File: src/rtl/nidv_pkg.sv
// shared types, constants and the check character table for the identity code validator
package nidv_pkg;

  localparam int unsigned CodeLen = 11;
  localparam int unsigned PosMax  = 15;
  localparam int unsigned PosW    = 4;

  localparam logic [3:0] PosCentury = 4'd6;
  localparam logic [3:0] PosCheck   = 4'd10;

  localparam logic [7:0] CharZero  = 8'h30;
  localparam logic [7:0] CharNine  = 8'h39;
  localparam logic [7:0] CharPlus  = 8'h2B;
  localparam logic [7:0] CharMinus = 8'h2D;
  localparam logic [7:0] CharA     = 8'h41;

  typedef enum logic [1:0] {
    CENT_1800 = 2'd0,
    CENT_1900 = 2'd1,
    CENT_2000 = 2'd2,
    CENT_BAD  = 2'd3
  } century_t;

  typedef struct packed {
    logic [7:0] char_code;
    logic       last_char;
  } req_t;

  typedef struct packed {
    logic code_valid;
    logic temporary_code;
    logic is_female;
  } res_t;

  // expected check character for a remainder 0..30
  function automatic logic [7:0] check_char(input logic [4:0] idx);
    logic [7:0] c;
    unique case (idx)
      5'd0:  c = "0";
      5'd1:  c = "1";
      5'd2:  c = "2";
      5'd3:  c = "3";
      5'd4:  c = "4";
      5'd5:  c = "5";
      5'd6:  c = "6";
      5'd7:  c = "7";
      5'd8:  c = "8";
      5'd9:  c = "9";
      5'd10: c = "A";
      5'd11: c = "B";
      5'd12: c = "C";
      5'd13: c = "D";
      5'd14: c = "E";
      5'd15: c = "F";
      5'd16: c = "H";
      5'd17: c = "J";
      5'd18: c = "K";
      5'd19: c = "L";
      5'd20: c = "M";
      5'd21: c = "N";
      5'd22: c = "P";
      5'd23: c = "R";
      5'd24: c = "S";
      5'd25: c = "T";
      5'd26: c = "U";
      5'd27: c = "V";
      5'd28: c = "W";
      5'd29: c = "X";
      5'd30: c = "Y";
      default: c = 8'h00;
    endcase
    return c;
  endfunction

endpackage

File: src/rtl/national_id_code_validator.sv
// identity code validator: per-character field capture, mod-31 check and final date check
//
// Takes one character per cycle with no gaps needed between codes. Each accepted
// character updates the position, the running modulo-31 remainder and the date and
// individual number fields. The word that carries the last-character flag
// snapshots those fields into a check stage; the date, length and check character
// decision is registered in the result register when that stage advances.
// Input is stalled only when the check stage is full and the result register
// cannot drain.
module national_id_code_validator (
  input  logic           clk,
  input  logic           rst,
  input  logic           req_valid,
  output logic           req_ready,
  input  nidv_pkg::req_t req,
  output logic           res_valid,
  input  logic           res_ready,
  output nidv_pkg::res_t res
);
  import nidv_pkg::*;

  typedef struct packed {
    logic       len_ok;
    logic       format_ok;
    century_t   century;
    logic [6:0] day;
    logic [6:0] month;
    logic [6:0] year;
    logic [9:0] indiv;
    logic       check_ok;
  } snap_t;

  // per-code state
  logic [PosW-1:0] pos, pos_next;
  logic [4:0]      remainder, remainder_next;
  logic [6:0]      day, day_next;
  logic [6:0]      month, month_next;
  logic [6:0]      year, year_next;
  century_t        century, century_next;
  logic [9:0]      indiv, indiv_next;
  logic            format_ok, format_ok_next;
  logic            check_ok, check_ok_next;

  // check stage
  logic  snap_valid;
  snap_t snap;
  logic  snap_adv;

  logic       accept;
  logic       is_digit;
  logic [3:0] digit;
  logic       digit_pos;
  logic [8:0] rem_sum;
  logic [13:0] rem_prod;
  logic [3:0] rem_q;
  logic [8:0] rem_diff;

  assign accept    = req_valid && req_ready;
  assign snap_adv  = snap_valid && (!res_valid || res_ready);
  assign req_ready = !snap_valid || snap_adv;

  assign is_digit  = (req.char_code >= CharZero) && (req.char_code <= CharNine);
  assign digit     = is_digit ? 4'(req.char_code - CharZero) : 4'd0;
  assign digit_pos = (pos <= 4'd5) || ((pos >= 4'd7) && (pos <= 4'd9));

  // (r*10 + d) mod 31 via reciprocal 33/1024, then one correction step
  assign rem_sum  = 9'(remainder) * 9'd10 + 9'(digit);
  assign rem_prod = 14'(rem_sum) * 14'd33;
  assign rem_q    = rem_prod[13:10];
  assign rem_diff = rem_sum - 9'(rem_q) * 9'd31;

  always_comb begin
    remainder_next = remainder;
    day_next       = day;
    month_next     = month;
    year_next      = year;
    century_next   = century;
    indiv_next     = indiv;
    format_ok_next = format_ok;
    check_ok_next  = check_ok;
    if (digit_pos) begin
      if (!is_digit) begin
        format_ok_next = 1'b0;
      end
      remainder_next = (rem_diff >= 9'd31) ? 5'(rem_diff - 9'd31) : rem_diff[4:0];
      priority if (pos <= 4'd1) begin
        day_next = 7'(11'(day) * 11'd10 + 11'(digit));
      end else if (pos <= 4'd3) begin
        month_next = 7'(11'(month) * 11'd10 + 11'(digit));
      end else if (pos <= 4'd5) begin
        year_next = 7'(11'(year) * 11'd10 + 11'(digit));
      end else begin
        indiv_next = 10'(14'(indiv) * 14'd10 + 14'(digit));
      end
    end else if (pos == PosCentury) begin
      priority if (req.char_code == CharPlus) begin
        century_next = CENT_1800;
      end else if (req.char_code == CharMinus) begin
        century_next = CENT_1900;
      end else if (req.char_code == CharA) begin
        century_next = CENT_2000;
      end else begin
        century_next = CENT_BAD;
      end
    end else if (pos == PosCheck) begin
      check_ok_next = (req.char_code == check_char(remainder));
    end
    pos_next = (pos < PosW'(PosMax)) ? pos + 1'b1 : pos;
  end

  always_ff @(posedge clk) begin
    if (rst) begin
      pos       <= '0;
      remainder <= '0;
      day       <= '0;
      month     <= '0;
      year      <= '0;
      century   <= CENT_1800;
      indiv     <= '0;
      format_ok <= 1'b1;
      check_ok  <= 1'b0;
    end else if (accept) begin
      if (req.last_char) begin
        pos       <= '0;
        remainder <= '0;
        day       <= '0;
        month     <= '0;
        year      <= '0;
        century   <= CENT_1800;
        indiv     <= '0;
        format_ok <= 1'b1;
        check_ok  <= 1'b0;
      end else begin
        pos       <= pos_next;
        remainder <= remainder_next;
        day       <= day_next;
        month     <= month_next;
        year      <= year_next;
        century   <= century_next;
        indiv     <= indiv_next;
        format_ok <= format_ok_next;
        check_ok  <= check_ok_next;
      end
    end
  end

  // snapshot of a finished code
  always_ff @(posedge clk) begin
    if (rst) begin
      snap_valid <= 1'b0;
    end else if (accept && req.last_char) begin
      snap_valid <= 1'b1;
    end else if (snap_adv) begin
      snap_valid <= 1'b0;
    end
  end

  always_ff @(posedge clk) begin
    if (accept && req.last_char) begin
      snap.len_ok    <= (pos_next == PosW'(CodeLen));
      snap.format_ok <= format_ok_next;
      snap.century   <= century_next;
      snap.day       <= day_next;
      snap.month     <= month_next;
      snap.year      <= year_next;
      snap.indiv     <= indiv_next;
      snap.check_ok  <= check_ok_next;
    end
  end

  // final decision
  logic       leap;
  logic [4:0] month_days;
  logic       valid_now;
  res_t       res_next;

  always_comb begin
    // year is a multiple of 100 only when the two-digit year is zero
    if (snap.year == 7'd0) begin
      leap = (snap.century == CENT_2000);
    end else begin
      leap = (snap.year[1:0] == 2'b00);
    end
    if (snap.month == 7'd2) begin
      month_days = leap ? 5'd29 : 5'd28;
    end else if ((snap.month == 7'd4) || (snap.month == 7'd6) ||
                 (snap.month == 7'd9) || (snap.month == 7'd11)) begin
      month_days = 5'd30;
    end else begin
      month_days = 5'd31;
    end
    valid_now = snap.len_ok && snap.format_ok && (snap.century != CENT_BAD) &&
                (snap.month >= 7'd1) && (snap.month <= 7'd12) &&
                (snap.indiv >= 10'd2) && snap.check_ok &&
                (snap.day >= 7'd1) && (snap.day <= 7'(month_days));
    res_next.code_valid     = valid_now;
    res_next.temporary_code = valid_now && (snap.indiv >= 10'd900);
    res_next.is_female      = valid_now && !snap.indiv[0];
  end

  always_ff @(posedge clk) begin
    if (rst) begin
      res_valid <= 1'b0;
    end else if (snap_adv) begin
      res_valid <= 1'b1;
    end else if (res_ready) begin
      res_valid <= 1'b0;
    end
  end

  always_ff @(posedge clk) begin
    if (snap_adv) begin
      res <= res_next;
    end
  end

  a_restart_after_last: assert property (@(posedge clk) disable iff (rst)
    accept && req.last_char |=> (pos == '0) && format_ok && (remainder == '0))
    else $error("state not cleared after last character");

  a_idle_state_clean: assert property (@(posedge clk) disable iff (rst)
    (pos == '0) |-> format_ok && !check_ok && (remainder == '0))
    else $error("fresh code starts with stale state");

  a_snap_held: assert property (@(posedge clk) disable iff (rst)
    snap_valid && !snap_adv |=> snap_valid && $stable(snap))
    else $error("pending code lost while output stalled");

  a_flags_need_valid: assert property (@(posedge clk) disable iff (rst)
    res_valid && (res.temporary_code || res.is_female) |-> res.code_valid)
    else $error("flags reported on an invalid code");

  a_ready_when_empty: assert property (@(posedge clk) disable iff (rst)
    !snap_valid |-> req_ready)
    else $error("input stalled with empty check stage");

endmodule

File: config.mk
export PLATFORM = sky130hd
export DESIGN_NAME = national_id_code_validator
export DESIGN_NICKNAME = d
export VERILOG_FILES = /design/src/rtl/nidv_pkg.sv /design/src/rtl/national_id_code_validator.sv
export SDC_FILE = /design/constraint.sdc
export NUM_CORES = 1
export LEC_CHECK = 0
export BUFFER_PORTS_ARGS = -buffer_cell sky130_fd_sc_hd__buf_2
export CORE_ASPECT_RATIO = 1.1
export CORE_UTILIZATION = 59
export CTS_BUF_LIST = sky130_fd_sc_hd__clkbuf_8
export CTS_CLUSTER_DIAMETER = 120
export CTS_CLUSTER_SIZE = 20
export DETAILED_ROUTE_END_ITERATION = 8
export GPL_TIMING_DRIVEN = 0
export HOLD_SLACK_MARGIN = 0.06
export PLACE_DENSITY = 0.79
export REMOVE_ABC_BUFFERS = 1
export SLEW_MARGIN = 20
export SYNTH_ARGS = -nofsm -noshare
export SYNTH_HDL_FRONTEND = slang
export SYNTH_SLANG_ARGS = --single-unit
File: constraint.sdc
create_clock -name clk -period 9.6 [get_ports clk]
set_input_delay 1.92 -clock clk [delete_from_list [all_inputs] [get_ports clk]]
set_output_delay 1.92 -clock clk [all_outputs]
set_load 0.01 [all_outputs]
Word level (Yosys, flattened, before mapping) --
Memories as Yosys holds them, arrays and structs flattened. A register that Yosys moved wholly into a read port is not among the register bits. Cells that the tools add are included. Widths: inputs -> output; s select.
Word-level totals: word-level logic and storage cells 147, memories kept 1, output and inout bits 5, bits in read-only memories 224, flip-flop bits (word level) 85, input port bits 13
Memories:
- (no name shown) | depth 32, width 7, read ports 1, clocked after memory_dff 1, write ports 0, line nidv_pkg.sv:38 | unique case (idx)
Cells by class: add/sub/neg operators 9, multiplexer cells 49, reductions and logical operators 30, multiply operators 7, order comparisons 15, eq/ne operators 14
Operators with widths (number):
- $mux 7 | 12
- $mux 10 | 5
- $mux 5 | 5
- $mux 8 | 3
- $add 7x4->7 | 3
- $mul 7x3->6 const B | 3
- $eq 8x6->1 const B | 2
- $logic_and 1x1->1 | 15
- $mux 1 | 15
- $eq 7x3->1 const B | 2
- $eq 7x4->1 const B | 2
- $ge 7x1->1 const B | 2
- $mul 9x6->14 const B | 1
- $mux 2 | 6
- $mux 4 | 3
- $add 10x4->10 | 1
- $ge 10x10->1 const B | 1
- $ge 10x2->1 const B | 1
- $mul 10x3->9 const B | 1
- $add 9x4->9 | 1
- $ge 9x5->1 const B | 1
- $mul 4x5->9 const B | 1
- $sub 9x9->9 | 1
- $eq 4x4->1 const B | 2
- other kinds (26) | 35

Longest topological paths before layout --
word-level depth 13, depth in mapped cells 39, mapped depth without buffers 38

Worst setup path after synthesis --
OpenSTA, ideal clock, no wires.
path type input port to flip-flop, start point in req[2] (netlist name), end point reg with a tool-made name, stages on the path 38, path slack -580 ps, setup time 116 ps, path buffers 1, required time 9484 ps, arrival 10064 ps, cell sequence buf_4 o21ai_2 and2_2 nand2_1 inv_1 ha_1 a211oi_1 nor2_1 a31oi_1 inv_1 ha_1 ha_1 ha_1 nand3_1 a21oi_1 a41o_1 o21a_1 xnor2_1 [... 2 more ...] inv_1 fa_1 fa_1 inv_1 ha_1 nor2b_1 nor4b_1 or3_1 nand4_1 a41o_1 or3_1 a32o_2 and2_4 inv_1 ha_1 mux2i_1 a211oi_1 a31o_1
RTL lines:
- start: declaration | line national_id_code_validator.sv:15 | input nidv_pkg::req_t req,

==> results by stage <==
Critical path:
- By instance count, the cell type seen most on the critical path is sky130_fd_sc_hd__inv_2.
- The critical path data required time is 9.87 ns.
- Along the worst path, the maximum fanout reaches 6.
- The type of the worst setup path is input port to flop.
- The worst setup path is launched from an input port.
- The depth of the worst register-to-register path is 35.
- The critical path endpoint category is a flop.
- Data arrives at the worst endpoint at 9.93 ns.
- The master of the slowest instance on the critical path is sky130_fd_sc_hd__fa_1.
- The startpoint of the worst register-to-register path is remainder[3].
- The largest single stage delay on the critical path is 0.54 ns.
- The most critical setup path has its startpoint at req[7].
- The worst register-to-register path has a setup slack of 1.14 ns.

Die:
- The initial cell density of the core is 61.0%.
- The total I/O pin count is 18.
- In this run the vertical extent of the chip is 117 um.
- The die covers 12400 um^2.
- The floorplan die width is 106 um.
- The area of the core is 11500 um^2.
- In this run the core area contains 41 standard-cell rows.

Yosys:
- The predominant post-synthesis flop cell is sky130_fd_sc_hd__dfxtp_1.
- The average footprint of a synthesized cell is 9.58 um^2.
- The count of state elements after synthesis is 92.
- The number of enable-type register cells in the synthesized netlist is 39.
- Summed over all instances, the cell type with the most area after synthesis is sky130_fd_sc_hd__edfxtp_1.
- The synthesized design devotes to its leading area cell type 16.6% of total area.
- Sorting the synthesized cells by area gives the leading types as sky130_fd_sc_hd__edfxtp_1, sky130_fd_sc_hd__dfxtp_1, sky130_fd_sc_hd__ha_1.
- The proportion of synthesized chip area in sequential cells is 31.7%.
- The synthesized instance count is 735.
- The count of synthesis-stage warnings from yosys is 0.
- Sorting the synthesized cells by how often they occur yields sky130_fd_sc_hd__ha_1, sky130_fd_sc_hd__nor2_1, sky130_fd_sc_hd__inv_1, sky130_fd_sc_hd__dfxtp_1, sky130_fd_sc_hd__nand2_1.
- The cell area that synthesis handed to floorplanning was 7040 um^2.
- Yosys instantiated no cell more often than sky130_fd_sc_hd__ha_1.
- Yosys mapped the design onto 85 distinct sky130hd cell types.
- The post-synthesis async set-or-reset flop share is 0%.

Global routing:
- The number of global-route vias before repair came to 5774.
- The first global-routing pass estimated 26900 um of wire.
- The initial antenna violation count is 0.
- The largest net degree at the start of global routing is 51.
- The total global routing overflow is 0.
- Global routing used 27.8% of the available tracks.

Timing:
- Derived from the worst setup path, the maximum achievable clock frequency is 104 MHz.
- Setup violations remaining at the end of the flow were counted as 2.
- Between clock sinks in the finished design, the worst skew comes to 0.0120 ns.
- For the pin with the worst max-slew slack, the measured transition is 1.11 ns.
- The worst hold margin is 0.480 ns.
- The count of final max-slew check failures is 0.
- Setup repair after global routing could not meet its margin everywhere.
- The time the worst path needs with I/O delays and setup is 9.66 ns.
- The post-route worst setup slack is -0.0617 ns.
- The final number of hold-violating endpoints was 0.
- The tightest slew margin relative to the limit is 26.1%.
- After layout, the worst path uses 101% of the clock period.

Finish:
- Compared with the post-synthesis result, the final layout area differs by 14.2%.
- The count of inserted antenna diode cells is 0.
- After the last flow step, the layout net total stands at 887.
- The count of fill cells added during filler insertion is 824.
- Of the cells placed in the final design, the portion with a size suffix greater than 1 is 20.2%.

CTS:
- No sink is reached through more buffers than the 2 on the longest clock path.
- The tree is rooted in a sky130_fd_sc_hd__clkbuf_8.
- Counting every sink on the clock net gives 92.
- Clock-pin slew was measured on the worst setup and hold paths at 0.09 ns.
- In this run, post-CTS hold repair placed 0 buffers.
- TritonCTS created 9 clock buffers.
- TritonCTS built the clock tree.
- The H-tree depth is 3.
- Clock latency on the worst-skew pair, taken at its later pin, is 0.37 ns.

Route:
- The number of antenna-violating nets in the routed design is 0.
- The DRC violation count after routing is 0.
- Dividing the detail-routed via count by the number of cells gives 6.25.
- For this block, the via count after detailed routing is 5810.
- For this run, the detailed router's first-pass iteration total came to 5.
- In the final routed layout, each cell accounts on average for 18.1 um.
- The overall routed net length is 16800 um.
- The first routing iteration left 307 violations.

Pwr:
- The switching share of power is 46.3%.
- For this design the static power due to leakage is 3.42 nW.
- The net switching power figure is 1.04 mW.
- In this run, the combinational gates consume 67.3% of the power.
- The clock network is responsible for 13.0% of the overall power.
- The post-layout total power is 2.24 mW.
- The internal power of the cells totals 1.20 mW.
- Sequential cells account for 19.7% of the total power.
- The power density relative to cell area is 278 nW/um^2.
- IR analysis of the VDD net gives a maximum drop of 0.404 mV.

Placed design:
- The congestion estimate from routability-driven global placement came to 0.908.
- The quantity of I/O buffers inserted on ports is 17.
- Detailed placement finished with a half-perimeter wire length of 11400 um.

Status:
- The run finished, with violations left.
- The final reports fail on negative setup slack.

Flow run:
- The total of max-cap violations is 0.

Min path:
- In this run the worst hold path is classified as flop to flop.
worst min-delay path by stage:
stage / startpoint / endpoint / slack [ns] / depth (start not counted)
after detailed placement: format_ok / format_ok / 0.46 / 1
after CTS: format_ok / format_ok / 0.48 / 1
after global placement: format_ok / format_ok / 0.45 / 1
after global routing: format_ok / format_ok / 0.52 / 1
after floorplan: format_ok / format_ok / 0.44 / 1
final: format_ok / format_ok / 0.48 / 1
power groups by stage:
| stage | Clock, mW | Combinational [mW] | Sequential [mW] |
|---|---|---|---|
| 2_1_floorplan | 0 | 0.936 | 0.446 |
| 3_3_place_gp | 0 | 1.13 | 0.449 |
| 3_5_place_dp | 0 | 1.18 | 0.449 |
| 4_1_cts | 0.293 | 1.36 | 0.441 |
| 5_1_grt | 0.307 | 1.64 | 0.443 |
| 6_report | 0.291 | 1.51 | 0.441 |
cells by family after synthesis:
logic type	synth area share (%)
buf+inv	4.57
simple gates	15.0
flops	31.7
mux	2.06
fa+ha+maj	19.9
xor+xnor	7.46
compound gates	19.3
sequential cells by signal, summed over array words and instances, names as in the netlist, named ones only:
register    count
century         2
snap           36
indiv          10
year            7
remainder       5
check_ok        1
day             7
snap_valid      1
pos             4
res             3
format_ok       1
month           7
res_valid       1
layout by cell type, fill, tap and decap left out, types with 6 or more instances in the layout:
cell,count
sky130_fd_sc_hd__ha_1,71
sky130_fd_sc_hd__nand2_1,41
sky130_fd_sc_hd__a21oi_1,39
sky130_fd_sc_hd__edfxtp_1,39
sky130_fd_sc_hd__nor2_1,65
sky130_fd_sc_hd__buf_4,31
sky130_fd_sc_hd__and3_1,6
sky130_fd_sc_hd__o21ai_0,28
sky130_fd_sc_hd__a22oi_1,35
sky130_fd_sc_hd__o211ai_1,7
sky130_fd_sc_hd__inv_2,7
sky130_fd_sc_hd__inv_1,48
sky130_fd_sc_hd__a21o_1,13
sky130_fd_sc_hd__xor2_1,20
sky130_fd_sc_hd__xnor2_1,33
sky130_fd_sc_hd__nor3_1,10
sky130_fd_sc_hd__clkbuf_8,10
sky130_fd_sc_hd__nand3_1,13
sky130_fd_sc_hd__nor4_1,7
sky130_fd_sc_hd__buf_2,17
sky130_fd_sc_hd__fa_1,18
sky130_fd_sc_hd__nor2b_1,6
sky130_fd_sc_hd__mux2_2,12
sky130_fd_sc_hd__dfxtp_1,53
sky130_fd_sc_hd__o21ai_1,7
sky130_fd_sc_hd__o21a_1,6
area by class of cell:
type	instances	area [um^2]	area share, %
inverters	56	216	2.69
flip-flops and latches	92	2230	27.8
clock buffers	10	138	1.71
multi-input cells	565	4820	59.9
repair buffers	50	360	4.48
clock inverters	6	88.8	1.10
well taps	150	188	2.33
routing by layer:
metal  GRT usage [%]  routed length (um)
met1            31.4                6950
met2            51.0                8540
met3            4.52                 674
met4            13.8                 645
met5               0                   0
what timing repair did:
| item | CTS | global route |
|---|---|---|
| pin swaps | 14 | 26 |
| gates resized for setup | 39 | 27 |
| buffers inserted | 19 | 12 |
| endpoints found under the setup margin | 12 | 6 |
per-stage QoR:
stage	setup TNS [ns]	utilization, %	setup WS [ns]	instance area (um^2)	instances
4_1_cts	0	68.0	0.0137	7850	917
2_1_floorplan	-1.86	-	-0.542	6930	713
5_1_grt	-1.15	69.7	-0.327	8040	929
3_3_place_gp	-11.23	62.4	-1.48	7200	880
3_5_place_dp	-14.39	62.8	-1.76	7250	882
6_report	-0.118	69.7	-0.0617	8040	929
critical path: cells and delay by family:
family,cells,cell delay (ns)
xor gates and xnor gates,3,0.50
buffers and inverters,6,0.39
AOI/OAI and AO/OA,9,1.89
and+or+nand+nor,10,1.95
muxes,1,0.14
adders and majority gates,9,3.16
Note: power is estimated with default switching activity, not from simulation.
